<file path="config.mk">
export PLATFORM = sky130hd
export DESIGN_NAME = wildcard_string_matcher_flat
export DESIGN_NICKNAME = d
export VERILOG_FILES = /design/src/rtl/core/wsm_pkg.sv /design/src/rtl/core/wsm_in_if.sv /design/src/rtl/core/wsm_out_if.sv /design/src/rtl/core/wsm_cell.sv /design/src/rtl/core/wsm_row.sv /design/src/rtl/core/wildcard_string_matcher.sv /design/src/flat_wrapper.sv
export SDC_FILE = /design/constraint.sdc
export NUM_CORES = 2
export LEC_CHECK = 0
export BUFFER_PORTS_ARGS = -buffer_cell sky130_fd_sc_hd__buf_2
export CORE_AREA = 4 4 354 321
export CTS_BUF_LIST = sky130_fd_sc_hd__clkbuf_2
export DETAILED_ROUTE_END_ITERATION = 6
export DIE_AREA = 0 0 358 325
export GPL_TIMING_DRIVEN = 0
export SYNTH_ARGS = -nofsm -noshare
export SYNTH_HDL_FRONTEND = slang
export SYNTH_HIERARCHICAL = 1
export SYNTH_SLANG_ARGS = --single-unit
</file>
<file path="constraint.sdc">
create_clock -name clk -period 5.8 [get_ports clk]
set_clock_uncertainty 0.05 [all_clocks]
set_input_delay 1.16 -clock clk [delete_from_list [all_inputs] [get_ports clk]]
set_output_delay 1.16 -clock clk [all_outputs]
set_load 0.005 [all_outputs]
</file>
<file path="src/rtl/core/wsm_pkg.sv">
// Package for the wildcard string matcher.
// Holds the fixed field widths, the operation codes and the cell control struct.
// No dependencies; every other file of the block but wsm_out_if imports it.
package wsm_pkg;

  localparam int OP_W  = 2;
  localparam int SYM_W = 5;
  localparam int IDX_W = 6;
  localparam int CFG_W = 7;

  localparam logic [SYM_W-1:0] SYM_WILDCARD = '0;
  localparam logic [CFG_W-1:0] LEN_RESET    = CFG_W'(1);

  typedef enum logic [OP_W-1:0] {
    OP_LOAD = 2'd0,
    OP_TEXT = 2'd1,
    OP_NEW  = 2'd2
  } op_t;

  // Controls broadcast to every cell of the row.
  typedef struct packed {
    logic shift;   // take the neighbour's text symbol and refresh the hit flag
    logic clear;   // empty the text window
    logic rot_up;  // pattern symbol moves from cell k-1 into cell k
    logic rot_dn;  // pattern symbol moves from cell k+1 into cell k
  } cell_ctrl_t;

endpackage

</file>
<file path="src/rtl/core/wsm_in_if.sv">
// Request channel of the wildcard string matcher: valid/ready plus item fields.
// Depends on wsm_pkg for the field widths.
interface wsm_in_if import wsm_pkg::*; ();
  logic             valid;
  logic             ready;
  logic [OP_W-1:0]  operation;
  logic [SYM_W-1:0] symbol;
  logic [IDX_W-1:0] pattern_index;

  modport source (output valid, operation, symbol, pattern_index, input ready);
  modport sink   (input valid, operation, symbol, pattern_index, output ready);
endinterface

</file>
<file path="src/rtl/core/wsm_out_if.sv">
// Result channel of the wildcard string matcher: valid/ready plus position and count.
// Depends on nothing; the field width follows the POSITION_BITS parameter.
interface wsm_out_if #(parameter int POSITION_BITS = 20) ();
  logic                     valid;
  logic                     ready;
  logic [POSITION_BITS-1:0] start_position;
  logic [POSITION_BITS-1:0] match_count;

  modport source (output valid, start_position, match_count, input ready);
  modport sink   (input valid, start_position, match_count, output ready);
endinterface

</file>
<file path="src/rtl/core/wsm_cell.sv">
// One cell of the matcher row: one text window symbol, one pattern symbol, one hit flag.
// Depends on wsm_pkg for the symbol width and the cell control struct.
module wsm_cell import wsm_pkg::*; (
  input  logic             clk,
  input  logic             rst_n,
  input  cell_ctrl_t       ctrl,
  input  logic             load_en,
  input  logic [SYM_W-1:0] load_sym,
  input  logic [SYM_W-1:0] text_in,
  input  logic [SYM_W-1:0] pat_up_in,
  input  logic [SYM_W-1:0] pat_dn_in,
  input  logic             active,
  output logic [SYM_W-1:0] win_o,
  output logic [SYM_W-1:0] pat_o,
  output logic             hit_o
);

  logic [SYM_W-1:0] win_r, win_nxt;
  logic [SYM_W-1:0] pat_r, pat_nxt;
  logic             hit_r, hit_nxt;

  always_comb begin
    win_nxt = win_r;
    if (ctrl.clear) begin
      win_nxt = SYM_WILDCARD;
    end else if (ctrl.shift) begin
      win_nxt = text_in;
    end

    pat_nxt = pat_r;
    if (load_en) begin
      pat_nxt = load_sym;
    end else if (ctrl.rot_up) begin
      pat_nxt = pat_up_in;
    end else if (ctrl.rot_dn) begin
      pat_nxt = pat_dn_in;
    end

    // The incoming text symbol is compared against the pattern as it stands
    // before any load in the same cycle.
    hit_nxt = hit_r;
    if (ctrl.shift) begin
      hit_nxt = !active || pat_r == SYM_WILDCARD || text_in == SYM_WILDCARD ||
                pat_r == text_in;
    end
  end

  always_ff @(posedge clk) begin
    if (!rst_n) begin
      win_r <= SYM_WILDCARD;
    end else begin
      win_r <= win_nxt;
    end
  end

  always_ff @(posedge clk) begin
    pat_r <= pat_nxt;
    hit_r <= hit_nxt;
  end

  assign win_o = win_r;
  assign pat_o = pat_r;
  assign hit_o = hit_r;

endmodule

</file>
<file path="src/rtl/core/wsm_row.sv">
// Row of matcher cells wired as a shift chain, with the reduction of the hit flags.
// Depends on wsm_pkg and instantiates wsm_cell.
module wsm_row import wsm_pkg::*; #(
  parameter int PATTERN_MAX = 64,
  parameter int LW          = $clog2(PATTERN_MAX + 1),
  parameter int AW          = (PATTERN_MAX > 1) ? $clog2(PATTERN_MAX) : 1
) (
  input  logic             clk,
  input  logic             rst_n,
  input  cell_ctrl_t       ctrl,
  input  logic             load_en,
  input  logic [AW-1:0]    load_addr,
  input  logic [SYM_W-1:0] load_sym,
  input  logic [SYM_W-1:0] text_sym,
  input  logic [LW-1:0]    len,
  output logic             match
);

  logic [SYM_W-1:0] win [PATTERN_MAX];
  logic [SYM_W-1:0] pat [PATTERN_MAX];
  logic [PATTERN_MAX-1:0] hit;

  // Cell k sees the text symbol that is k places older than the newest one,
  // and holds the pattern symbol that belongs to that window place.
  for (genvar k = 0; k < PATTERN_MAX; k++) begin : g_cell
    logic [SYM_W-1:0] text_in;
    if (k == 0) begin : g_head
      assign text_in = text_sym;
    end else begin : g_body
      assign text_in = win[k-1];
    end

    wsm_cell u_cell (
      .clk       (clk),
      .rst_n     (rst_n),
      .ctrl      (ctrl),
      .load_en   (load_en && load_addr == AW'(k)),
      .load_sym  (load_sym),
      .text_in   (text_in),
      .pat_up_in (pat[(k + PATTERN_MAX - 1) % PATTERN_MAX]),
      .pat_dn_in (pat[(k + 1) % PATTERN_MAX]),
      .active    (len > LW'(k)),
      .win_o     (win[k]),
      .pat_o     (pat[k]),
      .hit_o     (hit[k])
    );
  end

  assign match = &hit;

endmodule

</file>
<file path="src/rtl/core/wildcard_string_matcher.sv">
// Top level of the wildcard string matcher: handshakes, counters and pattern alignment.
// Depends on wsm_pkg, wsm_in_if, wsm_out_if and wsm_row.
//
//   Channel   Direction  Handshake                 Contents
//   in_chan   sink       valid/ready               operation, symbol, pattern_index
//   out_chan  source     valid/ready               start_position, match_count
//   cfg_*     sink       cfg_wr_en (no wait)       pattern_length
//
// A new request is taken every cycle while results drain and no realignment is under way.
// A text compare is held in the s1 register, then posted from the out register.
// After a pattern_length write the row rotates the pattern one place per cycle,
// until it has shifted by the change in length, and takes no request meanwhile.
// A stalled result holds one pending compare; further requests wait behind it.
// Reset (rst_n low, synchronous) empties the window, zeroes the counters, sets length 1.
module wildcard_string_matcher import wsm_pkg::*; #(
  parameter int PATTERN_MAX   = 64,
  parameter int POSITION_BITS = 20
) (
  input  logic             clk,
  input  logic             rst_n,
  wsm_in_if.sink           in_chan,
  wsm_out_if.source        out_chan,
  input  logic             cfg_wr_en,
  input  logic [CFG_W-1:0] cfg_wr_data
);

  localparam int LW  = $clog2(PATTERN_MAX + 1);
  localparam int AW  = (PATTERN_MAX > 1) ? $clog2(PATTERN_MAX) : 1;
  localparam int XW  = (LW > CFG_W) ? LW : CFG_W;
  localparam int XW2 = ((LW > IDX_W) ? LW : IDX_W) + 1;
  localparam int CW  = ((POSITION_BITS > LW) ? POSITION_BITS : LW) + 1;
  localparam logic [POSITION_BITS-1:0] COUNT_MAX = '1;

  logic [CFG_W-1:0]         cfg_len_r;
  logic [LW-1:0]            align_r, align_nxt;
  logic [POSITION_BITS-1:0] pos_r, pos_nxt, pos_inc;
  logic [POSITION_BITS-1:0] found_r, found_nxt, found_inc;
  logic                     s1_valid_r, s1_valid_nxt;
  logic [POSITION_BITS-1:0] s1_start_r, s1_start_nxt;
  logic                     out_valid_r, out_valid_nxt;
  logic [POSITION_BITS-1:0] out_start_r, out_start_nxt;
  logic [POSITION_BITS-1:0] out_count_r, out_count_nxt;

  logic [XW-1:0]  cfg_x;
  logic [LW-1:0]  tgt_len;
  logic           busy;
  logic [XW2-1:0] a1, ix, wdist;
  logic [AW-1:0]  load_addr;
  logic           idx_ok;
  logic           acc, s2_go, match;
  op_t            op;
  cell_ctrl_t     ctrl;
  logic           load_en;
  logic [CW-1:0]  start_w;

  // Pattern length as used: zero counts as one, anything beyond the row as the full row.
  always_comb begin
    cfg_x = XW'(cfg_len_r);
    if (cfg_x == '0) begin
      tgt_len = LW'(1);
    end else if (cfg_x > XW'(PATTERN_MAX)) begin
      tgt_len = LW'(PATTERN_MAX);
    end else begin
      tgt_len = LW'(cfg_x);
    end
  end

  assign busy = align_r != tgt_len;

  // Pattern symbol j lives in cell (len - 1 - j) modulo the row length.
  always_comb begin
    a1 = XW2'(align_r) - XW2'(1);
    ix = XW2'(in_chan.pattern_index);
    if (a1 >= ix) begin
      wdist = a1 - ix;
    end else begin
      wdist = a1 + XW2'(PATTERN_MAX) - ix;
    end
    load_addr = AW'(wdist);
    idx_ok    = ix < XW2'(PATTERN_MAX);
  end

  assign s2_go          = s1_valid_r && (!out_valid_r || out_chan.ready);
  assign in_chan.ready  = !busy && (!s1_valid_r || s2_go);
  assign acc            = in_chan.valid && in_chan.ready;
  assign op             = op_t'(in_chan.operation);

  assign pos_inc   = (pos_r == COUNT_MAX) ? pos_r : pos_r + POSITION_BITS'(1);
  assign found_inc = (found_r == COUNT_MAX) ? found_r : found_r + POSITION_BITS'(1);
  assign start_w   = CW'(pos_inc) - CW'(align_r) + CW'(1);

  always_comb begin
    ctrl          = '0;
    load_en       = 1'b0;
    align_nxt     = align_r;
    pos_nxt       = pos_r;
    found_nxt     = found_r;
    s1_valid_nxt  = s1_valid_r;
    s1_start_nxt  = s1_start_r;
    out_valid_nxt = out_valid_r;
    out_start_nxt = out_start_r;
    out_count_nxt = out_count_r;

    if (busy) begin
      if (tgt_len > align_r) begin
        ctrl.rot_up = 1'b1;
        align_nxt   = align_r + LW'(1);
      end else begin
        ctrl.rot_dn = 1'b1;
        align_nxt   = align_r - LW'(1);
      end
    end

    // Second stage: reduce the hit flags, count a match and post it as a result.
    if (s2_go) begin
      s1_valid_nxt = 1'b0;
      out_valid_nxt = match;
      if (match) begin
        found_nxt     = found_inc;
        out_start_nxt = s1_start_r;
        out_count_nxt = found_inc;
      end
    end else if (out_chan.ready) begin
      out_valid_nxt = 1'b0;
    end

    if (acc) begin
      case (op)
        OP_LOAD: begin
          load_en = idx_ok;
        end
        OP_TEXT: begin
          ctrl.shift   = 1'b1;
          pos_nxt      = pos_inc;
          s1_start_nxt = POSITION_BITS'(start_w);
          s1_valid_nxt = CW'(pos_inc) >= CW'(align_r);
        end
        OP_NEW: begin
          ctrl.clear = 1'b1;
          pos_nxt    = '0;
          found_nxt  = '0;
        end
        default: begin
        end
      endcase
    end
  end

  wsm_row #(
    .PATTERN_MAX (PATTERN_MAX)
  ) u_row (
    .clk       (clk),
    .rst_n     (rst_n),
    .ctrl      (ctrl),
    .load_en   (load_en),
    .load_addr (load_addr),
    .load_sym  (in_chan.symbol),
    .text_sym  (in_chan.symbol),
    .len       (align_r),
    .match     (match)
  );

  always_ff @(posedge clk) begin
    if (!rst_n) begin
      cfg_len_r   <= LEN_RESET;
      align_r     <= LW'(1);
      pos_r       <= '0;
      found_r     <= '0;
      s1_valid_r  <= 1'b0;
      out_valid_r <= 1'b0;
    end else begin
      if (cfg_wr_en) begin
        cfg_len_r <= cfg_wr_data;
      end
      align_r     <= align_nxt;
      pos_r       <= pos_nxt;
      found_r     <= found_nxt;
      s1_valid_r  <= s1_valid_nxt;
      out_valid_r <= out_valid_nxt;
    end
  end

  always_ff @(posedge clk) begin
    s1_start_r  <= s1_start_nxt;
    out_start_r <= out_start_nxt;
    out_count_r <= out_count_nxt;
  end

  assign out_chan.valid          = out_valid_r;
  assign out_chan.start_position = out_start_r;
  assign out_chan.match_count    = out_count_r;

  // No request may be taken while the pattern is being realigned.
  a_no_accept_while_rotating: assert property (@(posedge clk) disable iff (!rst_n)
    busy |-> !in_chan.ready)
    else $error("request accepted during pattern realignment");

  // A posted result always carries a count of at least one.
  a_count_nonzero: assert property (@(posedge clk) disable iff (!rst_n)
    out_valid_r |-> out_count_r != '0)
    else $error("result posted with zero match count");

  // A pending compare always has a start position of at least one.
  a_start_nonzero: assert property (@(posedge clk) disable iff (!rst_n)
    s1_valid_r |-> s1_start_r != '0)
    else $error("pending compare with zero start position");

  // The matches found can only grow by one on a posted result.
  a_found_step: assert property (@(posedge clk) disable iff (!rst_n)
    (found_r != $past(found_r) && found_r != '0) |-> out_valid_r)
    else $error("match count moved without a result");

endmodule
</file>
<file path="src/flat_wrapper.sv">
// flat-port wrapper written by rule: the top's interface ports become plain ports
module wildcard_string_matcher_flat import wsm_pkg::*;
#(
  parameter int PATTERN_MAX   = 64,
  parameter int POSITION_BITS = 20
)
  (clk, rst_n, cfg_wr_en, cfg_wr_data, in_chan_valid, in_chan_operation, in_chan_symbol, in_chan_pattern_index, in_chan_ready, out_chan_valid, out_chan_start_position, out_chan_match_count, out_chan_ready);
  wsm_in_if in_chan_i ();
  wsm_out_if #(.POSITION_BITS(POSITION_BITS)) out_chan_i ();
  input  logic clk;
  input  logic rst_n;
  input  logic cfg_wr_en;
  input  logic [CFG_W-1:0] cfg_wr_data;
  input wire logic [$bits(in_chan_i.valid)-1:0] in_chan_valid;
  input wire logic [$bits(in_chan_i.operation)-1:0] in_chan_operation;
  input wire logic [$bits(in_chan_i.symbol)-1:0] in_chan_symbol;
  input wire logic [$bits(in_chan_i.pattern_index)-1:0] in_chan_pattern_index;
  output wire logic [$bits(in_chan_i.ready)-1:0] in_chan_ready;
  output wire logic [$bits(out_chan_i.valid)-1:0] out_chan_valid;
  output wire logic [$bits(out_chan_i.start_position)-1:0] out_chan_start_position;
  output wire logic [$bits(out_chan_i.match_count)-1:0] out_chan_match_count;
  input wire logic [$bits(out_chan_i.ready)-1:0] out_chan_ready;
  assign in_chan_i.valid = in_chan_valid;
  assign in_chan_i.operation = in_chan_operation;
  assign in_chan_i.symbol = in_chan_symbol;
  assign in_chan_i.pattern_index = in_chan_pattern_index;
  assign in_chan_ready = in_chan_i.ready;
  assign out_chan_valid = out_chan_i.valid;
  assign out_chan_start_position = out_chan_i.start_position;
  assign out_chan_match_count = out_chan_i.match_count;
  assign out_chan_i.ready = out_chan_ready;
  wildcard_string_matcher #(.PATTERN_MAX(PATTERN_MAX), .POSITION_BITS(POSITION_BITS)) u_core (.clk(clk), .rst_n(rst_n), .in_chan(in_chan_i), .out_chan(out_chan_i), .cfg_wr_en(cfg_wr_en), .cfg_wr_data(cfg_wr_data));
endmodule
</file>
==> results.toml <==
[run_status]
outcome = "finished, final reports clean"

[clock_network]
cts_made_buffers = 215
root_buffer = "clkbuf_2"
post_cts_buffers = 0
worstSkewPairLatency_ps = 1530
h-tree-depth = 4
cts-resized-gates = 0
cts_buffer_depth = 3
clock-sinks = 815
path_clk_slew_ps = 100
cts_tree = "yes"

[routing]
wire_per_inst_um = 19.79
ant_nets = 0
avgViaCountPerCell = 5.353
drt_iter0_markers = 3163
drc = 0
vias = 33992
wirelength_mm = 125.6
firstDrtPassIters = 6

[critical_path]
crit_path_end_kind = "register"
r2r_slack_ps = 750
worst_ep_arrival_time_ps = 6260
required_ps = 7010
startpoint_type = "register"
rr_worst_depth = 16
path_max_fanout = 10
crit_type = "reg2reg"

[sta]
period_minus_slack_ps = 5047
tightestPinTransition_ps = 1019
finalSetupTns_ps = 0
setup_viol = 0
drv_slew = 0
hold_violations = 0
finalCritPeriodShare = 0.8701
fmax_mhz = 198.1
slew_headroom = 0.3146
rsz0062_at_grt = "false"

[global_route]
grt_overflow = 0
grt_antenna_before_repair = 7
grt_pass1_vias = 32620
grt_max_degree = 64
grt_pass1_wl_mm = 192.0
grt_util_all_layers = 0.2097

[placed_design]
io_buffers = 65
place_congestion = 0.8901
hpwl_mm = 87.64

[min_path]
hold_path_depth = 3
min_path_type = "in2reg"

[finish]
layout_commonest_cell = "mux2i_1"
multiInputGateArea_um2 = 21520
drive_gt1_frac = 0.1141
synthToLayoutAreaGrowth_pct = 10.97
final_nets = 4766
fill_cells = 10751
final_util = 0.4376
mostFrequentLayoutCells = "mux2i_1 (648), nor2_1 (575), edfxtp_1 (444)"
regArea_um2 = 20760

[die]
start_util = 0.3944
die_x_um = 358
die_y_um = 325
rows = 116
boundaryPins = 67
die_area_um2 = 116400
core-area_um2 = 110300

[power]
leakagePower_nw = 18.09
irDropWorstVdd_mv = 0.2546
p_per_area_nw_per_um2 = 464.7

[logic_synthesis]
yosys_warnings = 6
postSynthCellCount = 4361
synth_area_um2 = 43500
synthesis.nets = 4451
postSynthAreaPerCell_um2 = 9.975

[flow_run]
maxCapViolations = 0
-- routing by layer --
| metal | part of all wire | GRT usage | vias up |
|---|---|---|---|
| met2 | 0.46 | 0.3296 | 1128 |
| met1 | 0.45 | 0.2888 | 16275 |
| met5 | 0.00048 | 0 | - |
| met3 | 0.068 | 0.04132 | 239 |
| met4 | 0.026 | 0.07153 | 10 |
| li1 | - | - | 16340 |
-- repair_timing --
action                                  CTS  global route
hold buffers                             17             0
endpoints found under the hold margin    10             0
endpoints found under the setup margin    0             0
-- metrics by stage --
stage          cells  power, mW  hold WS [ps]  area [um^2]  worst slack (ps)
6_report        6350      22.43         207.7        48270             753.2
5_1_grt         6345      23.76         32.40        48260             427.7
4_1_cts         6338      22.45         22.87        48240             555.1
3_5_place_dp    5917      18.23         355.4        46060             898.3
3_3_place_gp    5901      17.71         353.2        45670             -4455
2_1_floorplan   4361      15.17         350.3        43500             344.0
-- report_power, final --
group | internal [mW] | switching (mW) | total (mW)
Clock | 1.64 | 2.50 | 4.14
Combinational | 3.14 | 4.67 | 7.81
Sequential | 8.40 | 2.08 | 10.5
-- sequential cells by signal, indices dropped and copies added, names as in the netlist, 7 cells and up --
register / cells
u_core/u_row/g_cell.u_cell/hit_o: 64
u_core/cfg_len_r: 7
u_core/u_row/g_cell.u_cell/pat_o: 320
u_core/s1_start_r: 20
u_core/u_row/g_cell.u_cell/win_o: 315
u_core/align_r: 7
u_core/pos_r: 20
u_core/found_r: 20
u_core/out_chan.match_count: 20
u_core/out_chan.start_position: 20
-- worst max-delay path: stages, from the launching register on --
cell and delay (ps):
dfxtp_1 460, ha_1 300, nand3_1 140, nor4_1 610
nand2_1 170, clkbuf_1 280, mux2_2 350, ha_1 300
inv_1 70, ha_1 210, fa_1 220, nand3_1 90
a2111oi_0 660, o21bai_1 210, o22a_1 240, and4_1 200
a311oi_1 270
-- cell type report --
cell class                      instances  area share
Sequential cell                       815      0.4301
Multi-Input combinational cell       3251      0.4458
Clock buffer                          348     0.03608
Buffer                                238     0.02105
Clock inverter                         56    0.005702
Antenna cell                           12   0.0006221
Tap cell                             1475     0.03823
Inverter                               57    0.004536
Timing Repair Buffer                   98     0.01791
-- final timing paths --
| kind | start | endpoint |
|---|---|---|
| setup / recovery | u_core/pos_r[0] | u_core/s1_start_r[19] |
| hold / removal | in_chan_symbol[2] | u_core/u_row/g_cell[12].u_cell/pat_o[2] |
| setup reg to reg | u_core/pos_r[0] | u_core/s1_start_r[19] |
| hold reg to reg | u_core/s1_start_r[18] | u_core/out_chan.start_position[18] |
Note: power is estimated with default switching activity, not from simulation.
